--- src/hdl/ffbp_pkg.sv ---
`default_nettype none

package ffbp_pkg;

   // default geometry
   localparam int MAX_BINS_DEFAULT  = 64;
   localparam int SIZE_BITS_DEFAULT = 16;

   // fixed port widths
   localparam int ITEM_W      = 16;
   localparam int CAP_W       = 16;
   localparam int BIN_INDEX_W = 6;
   localparam int BINS_W      = 7;

   // capacity after reset
   localparam logic [CAP_W-1:0] CAP_RESET = 16'hFFFF;

   // one placement result
   typedef struct packed {
      logic [BIN_INDEX_W-1:0] bin_index;
      logic                   opened_new;
      logic                   oversize;
      logic                   no_room;
      logic [BINS_W-1:0]      bins_in_use;
   } result_type;

endpackage

`default_nettype wire

--- src/hdl/ffbp_room_mem.sv ---
`default_nettype none

module ffbp_room_mem #(
   parameter int MAX_BINS  = ffbp_pkg::MAX_BINS_DEFAULT,
   parameter int SIZE_BITS = ffbp_pkg::SIZE_BITS_DEFAULT
) (
   input  wire logic                        clock,
   input  wire logic                        rd_en,
   input  wire logic [$clog2(MAX_BINS)-1:0] rd_addr,
   output logic      [SIZE_BITS-1:0]        rd_data,
   input  wire logic                        wr_en,
   input  wire logic [$clog2(MAX_BINS)-1:0] wr_addr,
   input  wire logic [SIZE_BITS-1:0]        wr_data
);
   import ffbp_pkg::*;

   logic [SIZE_BITS-1:0] room_mem [MAX_BINS];
   logic [SIZE_BITS-1:0] rd_data_ff;

   // write port
   always_ff @(posedge clock) begin
      if (wr_en) begin
         room_mem[wr_addr] <= wr_data;
      end
   end

   // registered read port
   always_ff @(posedge clock) begin
      if (rd_en) begin
         rd_data_ff <= room_mem[rd_addr];
      end
   end

   assign rd_data = rd_data_ff;

endmodule

`default_nettype wire

--- src/hdl/ffbp_engine.sv ---
`default_nettype none

module ffbp_engine #(
   parameter int MAX_BINS  = ffbp_pkg::MAX_BINS_DEFAULT,
   parameter int SIZE_BITS = ffbp_pkg::SIZE_BITS_DEFAULT
) (
   input  wire logic                             clock,
   input  wire logic                             reset,
   // item input
   input  wire logic                             req_valid,
   output logic                                  req_stall,
   input  wire logic [ffbp_pkg::ITEM_W-1:0]      req_item_size,
   input  wire logic                             req_start_new,
   // settings and result hand-off
   input  wire logic [SIZE_BITS-1:0]             capacity,
   input  wire logic                             place_ready,
   output logic                                  res_valid,
   output ffbp_pkg::result_type                  res,
   // room memory
   output logic                                  rd_en,
   output logic      [$clog2(MAX_BINS)-1:0]      rd_addr,
   input  wire logic [SIZE_BITS-1:0]             rd_data,
   output logic                                  wr_en,
   output logic      [$clog2(MAX_BINS)-1:0]      wr_addr,
   output logic      [SIZE_BITS-1:0]             wr_data
);
   import ffbp_pkg::*;

   localparam int AW = $clog2(MAX_BINS);
   localparam int CW = $clog2(MAX_BINS + 1);
   localparam logic [CW-1:0] COUNT_MAX = CW'(MAX_BINS);

   typedef enum logic [2:0] {
      ST_IDLE  = 3'b001,
      ST_SCAN  = 3'b010,
      ST_PLACE = 3'b100
   } state_type;

   state_type            state_ff, state_in;
   logic [SIZE_BITS-1:0] size_ff, size_in;
   logic [CW-1:0]        count_ff, count_in;
   logic [CW-1:0]        addr_ff, addr_in;
   logic                 chk_valid_ff, chk_valid_in;
   logic [CW-1:0]        chk_idx_ff, chk_idx_in;
   logic                 fit_ff, fit_in;
   logic [AW-1:0]        idx_ff, idx_in;
   logic [SIZE_BITS-1:0] room_ff, room_in;

   logic                         accept;
   logic [SIZE_BITS+ITEM_W-1:0]  size_wide;
   logic                         fits;
   logic                         last_bin;
   logic                         oversize;
   logic [CW-1:0]                count_next;
   logic [AW+BIN_INDEX_W-1:0]    idx_wide;
   logic [AW+BIN_INDEX_W-1:0]    new_idx_wide;
   logic [CW+BINS_W-1:0]         count_wide;
   logic [CW+BINS_W-1:0]         count_next_wide;

   // item size taken to the internal width
   assign size_wide = {{SIZE_BITS{1'b0}}, req_item_size};

   assign req_stall = (state_ff != ST_IDLE);
   assign accept    = req_valid && !req_stall;

   // scan compare on the room just read
   assign fits     = (rd_data >= size_ff);
   assign last_bin = (chk_idx_ff == count_ff - CW'(1));

   // new-bin figures
   assign oversize        = (size_ff > capacity);
   assign count_next      = count_ff + CW'(1);
   assign idx_wide        = {{BIN_INDEX_W{1'b0}}, idx_ff};
   assign new_idx_wide    = {{BIN_INDEX_W{1'b0}}, count_ff[AW-1:0]};
   assign count_wide      = {{BINS_W{1'b0}}, count_ff};
   assign count_next_wide = {{BINS_W{1'b0}}, count_next};

   // sequencer
   always_comb begin
      state_in     = state_ff;
      size_in      = size_ff;
      count_in     = count_ff;
      addr_in      = addr_ff;
      chk_valid_in = 1'b0;
      chk_idx_in   = chk_idx_ff;
      fit_in       = fit_ff;
      idx_in       = idx_ff;
      room_in      = room_ff;
      rd_en        = 1'b0;
      rd_addr      = addr_ff[AW-1:0];
      wr_en        = 1'b0;
      wr_addr      = idx_ff;
      wr_data      = room_ff;
      res_valid    = 1'b0;
      res          = '0;

      unique case (state_ff)
         ST_IDLE: begin
            if (accept) begin
               size_in  = size_wide[SIZE_BITS-1:0];
               count_in = req_start_new ? '0 : count_ff;
               addr_in  = '0;
               fit_in   = 1'b0;
               if (req_start_new || (count_ff == '0)) begin
                  state_in = ST_PLACE;
               end else begin
                  state_in = ST_SCAN;
               end
            end
         end

         ST_SCAN: begin
            if (chk_valid_ff && fits) begin
               // first bin with enough room
               fit_in   = 1'b1;
               idx_in   = chk_idx_ff[AW-1:0];
               room_in  = rd_data - size_ff;
               state_in = ST_PLACE;
            end else if (chk_valid_ff && last_bin) begin
               // every open bin checked, none fits
               fit_in   = 1'b0;
               state_in = ST_PLACE;
            end else begin
               // read the next open bin
               rd_en        = (addr_ff < count_ff);
               chk_valid_in = rd_en;
               chk_idx_in   = addr_ff;
               addr_in      = addr_ff + CW'(1);
            end
         end

         ST_PLACE: begin
            if (place_ready) begin
               res_valid = 1'b1;
               state_in  = ST_IDLE;
               priority if (fit_ff) begin
                  // write back the reduced room
                  wr_en           = 1'b1;
                  wr_addr         = idx_ff;
                  wr_data         = room_ff;
                  res.bin_index   = idx_wide[BIN_INDEX_W-1:0];
                  res.bins_in_use = count_wide[BINS_W-1:0];
               end else if (count_ff != COUNT_MAX) begin
                  // open a fresh bin
                  wr_en           = 1'b1;
                  wr_addr         = count_ff[AW-1:0];
                  wr_data         = oversize ? '0 : capacity - size_ff;
                  count_in        = count_next;
                  res.bin_index   = new_idx_wide[BIN_INDEX_W-1:0];
                  res.opened_new  = 1'b1;
                  res.oversize    = oversize;
                  res.bins_in_use = count_next_wide[BINS_W-1:0];
               end else begin
                  // all bins used, item dropped
                  res.no_room     = 1'b1;
                  res.bins_in_use = count_wide[BINS_W-1:0];
               end
            end
         end

         default: begin
            state_in = ST_IDLE;
         end
      endcase
   end

   // control registers
   always_ff @(posedge clock) begin
      if (reset) begin
         state_ff     <= ST_IDLE;
         count_ff     <= '0;
         chk_valid_ff <= 1'b0;
      end else begin
         state_ff     <= state_in;
         count_ff     <= count_in;
         chk_valid_ff <= chk_valid_in;
      end
   end

   // working registers
   always_ff @(posedge clock) begin
      size_ff    <= size_in;
      addr_ff    <= addr_in;
      chk_idx_ff <= chk_idx_in;
      fit_ff     <= fit_in;
      idx_ff     <= idx_in;
      room_ff    <= room_in;
   end

endmodule

`default_nettype wire

--- src/hdl/first_fit_bin_packer_core.sv ---
// An item is accepted, the open bins are scanned (one room memory read a
// cycle; no scan when no bin is open or start_new is set), and the item is
// placed once the output register can take it; the result is registered onto
// rsp_. No new item is taken until the last is placed; a waiting item does
// not hold up the scan of the next one. Reset (synchronous) closes all bins,
// sets capacity to 65535 and empties the output; room memory is not cleared.
`default_nettype none

module first_fit_bin_packer_core #(
   parameter int MAX_BINS  = ffbp_pkg::MAX_BINS_DEFAULT,
   parameter int SIZE_BITS = ffbp_pkg::SIZE_BITS_DEFAULT
) (
   input  wire logic                               clock,
   input  wire logic                               reset,
   // configuration
   input  wire logic                               csr_wr_en,
   input  wire logic [ffbp_pkg::CAP_W-1:0]         csr_wr_data,
   // item input
   input  wire logic                               req_valid,
   output logic                                    req_stall,
   input  wire logic [ffbp_pkg::ITEM_W-1:0]        req_item_size,
   input  wire logic                               req_start_new,
   // result output
   output logic                                    rsp_valid,
   input  wire logic                               rsp_stall,
   output logic      [ffbp_pkg::BIN_INDEX_W-1:0]   rsp_bin_index,
   output logic                                    rsp_opened_new,
   output logic                                    rsp_oversize,
   output logic                                    rsp_no_room,
   output logic      [ffbp_pkg::BINS_W-1:0]        rsp_bins_in_use
);
   import ffbp_pkg::*;

   localparam int AW = $clog2(MAX_BINS);

   logic [SIZE_BITS-1:0]       capacity_ff, capacity_in;
   logic [SIZE_BITS+CAP_W-1:0] cap_wr_wide;
   logic [SIZE_BITS+CAP_W-1:0] cap_rst_wide;
   logic                       rsp_valid_ff, rsp_valid_in;
   result_type                 rsp_data_ff, rsp_data_in;

   logic                 place_ready;
   logic                 res_valid;
   result_type           res;
   logic                 rd_en;
   logic [AW-1:0]        rd_addr;
   logic [SIZE_BITS-1:0] rd_data;
   logic                 wr_en;
   logic [AW-1:0]        wr_addr;
   logic [SIZE_BITS-1:0] wr_data;

   // capacity register
   assign cap_wr_wide  = {{SIZE_BITS{1'b0}}, csr_wr_data};
   assign cap_rst_wide = {{SIZE_BITS{1'b0}}, CAP_RESET};
   assign capacity_in  = csr_wr_en ? cap_wr_wide[SIZE_BITS-1:0] : capacity_ff;

   always_ff @(posedge clock) begin
      if (reset) begin
         capacity_ff <= cap_rst_wide[SIZE_BITS-1:0];
      end else begin
         capacity_ff <= capacity_in;
      end
   end

   // output register
   assign place_ready = !rsp_valid_ff || !rsp_stall;

   always_comb begin
      rsp_valid_in = rsp_valid_ff;
      rsp_data_in  = rsp_data_ff;
      if (res_valid) begin
         rsp_valid_in = 1'b1;
         rsp_data_in  = res;
      end else if (!rsp_stall) begin
         rsp_valid_in = 1'b0;
      end
   end

   always_ff @(posedge clock) begin
      if (reset) begin
         rsp_valid_ff <= 1'b0;
      end else begin
         rsp_valid_ff <= rsp_valid_in;
      end
   end

   always_ff @(posedge clock) begin
      rsp_data_ff <= rsp_data_in;
   end

   assign rsp_valid       = rsp_valid_ff;
   assign rsp_bin_index   = rsp_data_ff.bin_index;
   assign rsp_opened_new  = rsp_data_ff.opened_new;
   assign rsp_oversize    = rsp_data_ff.oversize;
   assign rsp_no_room     = rsp_data_ff.no_room;
   assign rsp_bins_in_use = rsp_data_ff.bins_in_use;

   // search and placement sequencer
   ffbp_engine #(
      .MAX_BINS  (MAX_BINS),
      .SIZE_BITS (SIZE_BITS)
   ) u_engine (
      .clock         (clock),
      .reset         (reset),
      .req_valid     (req_valid),
      .req_stall     (req_stall),
      .req_item_size (req_item_size),
      .req_start_new (req_start_new),
      .capacity      (capacity_ff),
      .place_ready   (place_ready),
      .res_valid     (res_valid),
      .res           (res),
      .rd_en         (rd_en),
      .rd_addr       (rd_addr),
      .rd_data       (rd_data),
      .wr_en         (wr_en),
      .wr_addr       (wr_addr),
      .wr_data       (wr_data)
   );

   // bin room storage
   ffbp_room_mem #(
      .MAX_BINS  (MAX_BINS),
      .SIZE_BITS (SIZE_BITS)
   ) u_room_mem (
      .clock   (clock),
      .rd_en   (rd_en),
      .rd_addr (rd_addr),
      .rd_data (rd_data),
      .wr_en   (wr_en),
      .wr_addr (wr_addr),
      .wr_data (wr_data)
   );

endmodule

`default_nettype wire

--- config.mk ---
export PLATFORM = sky130hd
export DESIGN_NAME = first_fit_bin_packer_core
export DESIGN_NICKNAME = d
export VERILOG_FILES = /design/src/hdl/ffbp_pkg.sv /design/src/hdl/ffbp_room_mem.sv /design/src/hdl/ffbp_engine.sv /design/src/hdl/first_fit_bin_packer_core.sv
export SDC_FILE = /design/constraint.sdc
export NUM_CORES = 1
export LEC_CHECK = 0
export BUFFER_PORTS_ARGS = -buffer_cell sky130_fd_sc_hd__buf_2
export CAP_MARGIN = 20
export CORE_MARGIN = 10
export CORE_UTILIZATION = 63
export CTS_BUF_LIST = sky130_fd_sc_hd__clkbuf_16
export CTS_CLUSTER_SIZE = 20
export DETAILED_ROUTE_END_ITERATION = 16
export PLACE_DENSITY = 0.78
export SETUP_SLACK_MARGIN = 0.4
export SLEW_MARGIN = 15
export SYNTH_ARGS = -nofsm -noshare
export SYNTH_HDL_FRONTEND = slang
export SYNTH_SLANG_ARGS = --single-unit
--- constraint.sdc ---
create_clock -name clock -period 9.05 [get_ports clock]
set_input_delay 0.905 -clock clock [delete_from_list [all_inputs] [get_ports clock]]
set_output_delay 0.905 -clock clock [all_outputs]
set_load 0.02 [all_outputs]
==> metrics.yaml, run 1 <==
die_y_um: 288.4
synth-main-ff-cell: "edfxtp_1"
synth_most_common_cell: "edfxtp_1"
drt_iter0_drc: 3437
worstSkewPairLatency_ns: 0.68
netlist_instances: 2174
max_cap_violations: 0
async_reset_ff_frac: 0
synth_seq_area_share: 0.7459
die_w_um: 288.4
slew_headroom: 0.2602
fin_crit_sh: 0.5101
h-tree-depth: 3
routabilityCongestion: 0.9215
nets: 2413
num_io_pins: 56
finalWirelength_mm: 112.2
tns_ns: 0
core_um2: 71490
power.leakage_nw: 16.38
avgRoutedWirePerCell_um: 33.27
power_density_nw_per_um2: 220.8
clk_pin_slew_ns: 0.06
drive_gt1_frac: 0.2693
cts_root_buffer: "clkbuf_16"
clock_sinks: 1137
status: "finished clean"
path_class: "flip-flop to flip-flop"
io_buffers: 55
yosys_warnings: 0
cts_buffers: 109
drtPass1Iterations: 7
final.setup.worst_slack_ns: 4.434
crit_path_end_kind: "flip-flop"
ant_nets: 0
grt_util_all_layers: 0.2748
synthDistinctLibCells: 67
grt_overflow: 0
synthesis.nets: 2257
synth_commonest_cells: "edfxtp_1 (1109), mux4_2 (320), nor2_1 (118)"
cts_resized: 0
start_util: 0.6351
synth_area_leaders: "edfxtp_1 (73%), mux4_2 (16%), dfxtp_1 (1.2%), ha_1 (1.2%), nor2_1 (0.98%)"
cts_setup_buffers: 0
rsz0062_at_grt: "no"
vias: 23634
arrival_ns: 4.99
cp.required_ns: 9.42
hold_violations: 0
die_area_um2: 83200
route.detailed.drc: 0
skew_ns: 0.03186
syn_area_per_cell_um2: 20.88
dp_hpwl_mm: 60.54
ys_ff_latch: 1137
fin_crit_ns: 4.616
syn_area_um2: 45400
synth.top_cell.area_share: 0.7335
synth_edf_count: 1109
cp_max_fo: 28
rows: 98
antenna_found_initial: 1
syn_to_final_growth_pct: 11.90
worst_slew_pin_slew_ns: 1.110
pre_cts_ws_ns: 4.722
ctsHoldBuffers: 0
grt_pass1_vias: 23883
holdCritPathClass: "primary input to flip-flop"
fmax_ghz: 0.2166
grt_start_max_net_pins: 133
clk_path_buf_depth: 3
ir_worst_vdd_mv: 0.1915
report.final.slew_viol_count: 0
grt_first_pass_wirelength_mm: 165.6
drt-vias-per-instance: 7.009
post-synth-top-area-cell: "edfxtp_1"
cts_tree: "yes"
setup.worst_path.start_class: "flip-flop"
setup_viol: 0
==> routing by layer <==
metal | vias up | GRT usage | wire length (um)
met5 | - | 0 | 0
met4 | 0 | 0.1134 | 4511
met3 | 282 | 0.05219 | 12050
met2 | 1767 | 0.4388 | 55070
met1 | 12256 | 0.3750 | 40570
li1 | 9329 | - | -
==> power by group <==
part / switching (mW) / leakage, nW / internal (mW)
Combinational: 0.538 / 4.34 / 0.387
Clock: 1.94 / 1.81 / 2.55
Sequential: 0.0178 / 10.2 / 5.78
Total: 2.50 / 16.4 / 8.72
==> placed cells by master (no fill, tap or decap), types with 36 or more instances in the layout <==
master	Yosys	final
mux4_2	320	320
a22oi_1	36	36
edfxtp_1	1109	1109
clkbuf_16	0	112
buf_2	20	55
a21oi_1	37	37
inv_1	34	55
buf_4	5	88
nand2_1	79	79
ha_1	43	43
nor2_1	118	116
==> critical path, cell delays in order, from the launching register on <==
cell	delay, ns
dfxtp_1	0.41
inv_1	0.15
ha_1	0.26
nor4bb_1	0.56
and2_1	0.38
inv_2	0.14
nand2_4	0.35
inv_2	0.13
o22ai_1	0.43
nand2_1	0.37
nor2_1	0.82
buf_4	0.33
==> area by class of cell <==
type | instances | area [um2]
repair buffers | 148 | 1031
clock buffers | 112 | 2803
inverters | 40 | 150.1
well taps | 950 | 1189
fillers | 3840 | 20680
diodes | 1 | 2.502
multi-input cells | 894 | 11050
clock inverters | 90 | 715.7
flip-flops and latches | 1137 | 33860
==> worst paths after layout <==
path	from	endpoint	slack, ns	depth (start not counted)
hold reg to reg	capacity_ff[6]	capacity_ff[6]	0.48	2
setup reg to reg	u_engine.count_ff[0]	u_room_mem.room_mem[29][1]	4.43	11
hold / removal	req_item_size[11]	u_engine.size_ff[11]	0.42	1
setup / recovery	u_engine.count_ff[0]	u_room_mem.room_mem[29][1]	4.43	11
==> stage by stage <==
stage / power [mW] / area, um2 / hold slack, ns / instances / utilization
2_1_floorplan: 6.539 / 45400 / 0.4473 / 2174 / -
3_3_place_gp: 6.782 / 47220 / 0.4651 / 3167 / 0.6605
3_5_place_dp: 6.808 / 47250 / 0.4715 / 3168 / 0.6610
4_1_cts: 11.24 / 50770 / 0.3903 / 3370 / 0.7102
5_1_grt: 11.50 / 50800 / 0.4065 / 3371 / 0.7106
6_report: 11.22 / 50800 / 0.4161 / 3372 / 0.7106
==> flip-flops by register name (all words and copies together), names as in the netlist, 3 cells and up <==
name,count
capacity_ff,16
rsp_bin_index,6
rsp_bins_in_use,7
u_engine.addr_ff,7
u_engine.chk_idx_ff,7
u_engine.count_ff,7
u_engine.idx_ff,6
u_engine.room_ff,16
u_engine.size_ff,16
u_engine.state_ff,3
u_room_mem.rd_data,16
u_room_mem.room_mem,1024
==> cell families (layout without fill, tap and decap cells) <==
| kind of cell | after synthesis | after routing | share of synthesized area |
|---|---|---|---|
| XOR/XNOR | 36 | 36 | 0.006945 |
| buffers and inverters | 143 | 390 | 0.01444 |
| multiplexers | 341 | 341 | 0.1634 |
| AO/OA/AOI/OAI | 180 | 180 | 0.02704 |
| adder cells (fa/ha/maj) | 45 | 45 | 0.01273 |
| flip-flops | 1137 | 1137 | 0.7459 |
| AND/OR/NAND/NOR | 292 | 292 | 0.02960 |
| other | 0 | 1 | 0 |
No activity file was read; power rests on OpenSTA's default activity.
==> run 2: changes to the inputs <==
==> constraint.sdc (replaced) <==
create_clock -name clock -period 4.55 [get_ports clock]
set_input_delay 0.455 -clock clock [delete_from_list [all_inputs] [get_ports clock]]
set_output_delay 0.455 -clock clock [all_outputs]
set_load 0.02 [all_outputs]
==> run 2 against run 1 <==
Effect of this change: flip-flop and latch count unchanged; global-route usage decreased by 0.29 points; sequential power increased by 98%; die area unchanged; highest routed layer is now met5; via count decreased by 0.47%; sequential share of layout area decreased by 0.64 points; first-iteration DRC count increased by 0.12%.
==> metrics.yaml, run 2 (same netlist as run 1, synthesis figures left out) <==
largest_reg_flops: 1024  # unchanged
path_buf_inv: 2  # was 4
h-tree-depth: 3  # unchanged
final_cell_mix: "edfxtp_1 (1109), mux4_2 (320), nor2_1 (117)"  # was edfxtp_1 (1109), mux4_2 (320), nor2_1 (116)
fin_crit_sh: 0.8347  # was 0.5101
finalWirelength_mm: 111.2  # was 112.2 mm
status: "finished clean"  # unchanged
cp_max_fo: 16  # was 28
worstSkewPairLatency_ns: 0.69  # was 0.68 ns
grt_overflow: 0  # unchanged
grt_first_pass_wirelength_mm: 164.5  # was 165.6 mm
route.detailed.drc: 0  # unchanged
drtPass1Iterations: 6  # was 7
rsz0062_at_grt: "no"  # unchanged
power_frac_seq: 0.514  # was 0.517
grt_util_all_layers: 0.2719  # was 0.2748
cts_tree: "yes"  # unchanged
syn_to_final_growth_pct: 12.98  # was 11.90%
drt-vias-per-instance: 6.903  # was 7.009
worst_slew_pin_slew_ns: 0.8645  # was 1.110 ns
cp.required_ns: 4.91  # was 9.42 ns
p_sw_mw: 5.100  # was 2.497 mW
crit_path_end_kind: "flip-flop"  # unchanged
power.internal_mw: 17.34  # was 8.721 mW
core_um2: 71490  # unchanged
layout_commonest_cell: "edfxtp_1"  # unchanged
p_sw_frac: 0.2273  # was 0.2226
avgRoutedWirePerCell_um: 32.62  # was 33.27 um
combPwrFrac: 0.084  # was 0.082
die_w_um: 288.4  # unchanged
fmax_ghz: 0.2633  # was 0.2166 GHz
max_cap_violations: 0  # unchanged
die_area_um2: 83200  # unchanged
fillers: 3850  # was 3840
skew_ns: 0.04006  # was 0.03186 ns
holdCritPathClass: "primary input to flip-flop"  # unchanged
die_y_um: 288.4  # unchanged
io_buffers: 55  # unchanged
clk_pin_slew_ns: 0.06  # about the same
final.setup.worst_slack_ns: 0.7520  # was 4.434 ns
setup_viol: 0  # unchanged
crit_path_max_incr_delay_ns: 0.55  # was 0.82 ns
cts_buffers: 106  # was 109
regMostFlops: "u_room_mem.room_mem"  # unchanged
clk_path_buf_depth: 3  # unchanged
crit_chain: "inv_1 -> ha_1 -> nor4bb_1 -> and2_1 -> nor2_1 -> o32ai_1 -> nand2_1 -> nor2_1 -> buf_4"  # was inv_1 -> ha_1 -> nor4bb_1 -> and2_1 -> inv_2 -> nand2_4 -> inv_2 -> o22ai_1 -> nand2_1 -> nor2_1 -> buf_4
regArea_um2: 33860  # unchanged
num_io_pins: 56  # unchanged
slowest_stage: "o32ai_1"  # was nor2_1
vias: 23524  # was 23634
report.final.slew_viol_count: 0  # unchanged
pre_cts_ws_ns: 0.8724  # was 4.722 ns
nets: 2451  # was 2413
slew_headroom: 0.4237  # was 0.2602
hold_violations: 0  # unchanged
tns_ns: 0  # unchanged
start_util: 0.6351  # unchanged
clock_sinks: 1137  # unchanged
antenna_found_initial: 3  # was 1
path_class: "flip-flop to flip-flop"  # unchanged
cts_root_buffer: "clkbuf_16"  # unchanged
routabilityCongestion: 0.8918  # was 0.9215
grt_start_max_net_pins: 78  # was 133
multi_input_area_um2: 11040  # was 11050 um2
drt_iter0_drc: 3441  # was 3437
drive_gt1_frac: 0.2796  # was 0.2693
fin_crit_ns: 3.798  # was 4.616 ns
power.leakage_nw: 16.53  # was 16.38 nW
cp_common_cell: "nor2_1"  # was inv_2
dp_hpwl_mm: 60.42  # was 60.54 mm
p_clk_frac: 0.401  # was 0.400
arrival_ns: 4.15  # was 4.99 ns
ir_worst_vdd_mv: 0.4033  # was 0.1915 mV
cts_setup_buffers: 0  # unchanged
ant_nets: 0  # unchanged
setup.worst_path.start_class: "flip-flop"  # unchanged
grt_pass1_vias: 23711  # was 23883
power_mw: 22.44  # was 11.22 mW
rows: 98  # unchanged
path_delay_family: "simple AND/OR/NAND/NOR gates"  # unchanged
power_density_nw_per_um2: 437.4  # was 220.8 nW/um2
==> run 2: worst min-delay path, stage by stage <==
cell	delay [ns]
buf_2	0.08
mux2i_1	0.06
nand2_1	0.06
==> run 2: metrics by stage <==
step | cell area (um2) | hold slack, ns | instances | utilization
6_report | 51290 | 0.02021 | 3408 | 0.7175
5_1_grt | 51290 | 0.02850 | 3407 | 0.7175
4_1_cts | 51290 | 0.002080 | 3407 | 0.7174
3_5_place_dp | 47510 | 0.4611 | 3187 | 0.6646
3_3_place_gp | 47510 | 0.4564 | 3187 | 0.6646
2_1_floorplan | 45440 | 0.4473 | 2174 | -
==> run 2: layout make-up <==
class                      count  share of cell area
sequential                  1137              0.6602
multi-input combinational    894              0.2153
clock buffer                 106             0.05171
timing repair buffer         189             0.02927
tap                          950             0.02317
clock inverter                91             0.01739
inverter                      40            0.002927
antenna                        1          0.00004879
==> run 2: path summary, 6_finish.rpt <==
check,slack (ns),cells after the start,to,start
max,0.75,9,u_room_mem.room_mem[5][4],u_engine.count_ff[0]
min,0.02,3,capacity_ff[11],csr_wr_data[11]
max reg2reg,0.75,9,u_room_mem.room_mem[5][4],u_engine.count_ff[0]
min reg2reg,0.48,0,u_engine.idx_ff[1],u_engine.chk_idx_ff[1]
==> run 2: power by group through the flow <==
| stage | clock [mW] | sequential [mW] | combinational, mW |
|---|---|---|---|
| detailed placement | 0 | 11.8 | 1.82 |
| floorplan | 0 | 11.8 | 1.25 |
| global placement | 0 | 11.8 | 1.76 |
| global route | 9.46 | 11.5 | 2.01 |
| CTS | 9.08 | 11.5 | 1.88 |
| finish | 9.00 | 11.5 | 1.89 |
==> run 2: layer usage <==
metal | track usage | up-vias | wire length [um]
met2 | 0.4358 | 1612 | 54780
li1 | - | 9392 | -
met1 | 0.3678 | 12261 | 40570
met4 | 0.1050 | 4 | 4347
met5 | 0 | - | 23
met3 | 0.05856 | 255 | 11450
==> run 2: timing repair <==
action	in CTS	in global routing
gates resized for setup	0	1
hold endpoints to repair	23	0
hold buffers	23	0
endpoints found under the setup margin	0	34
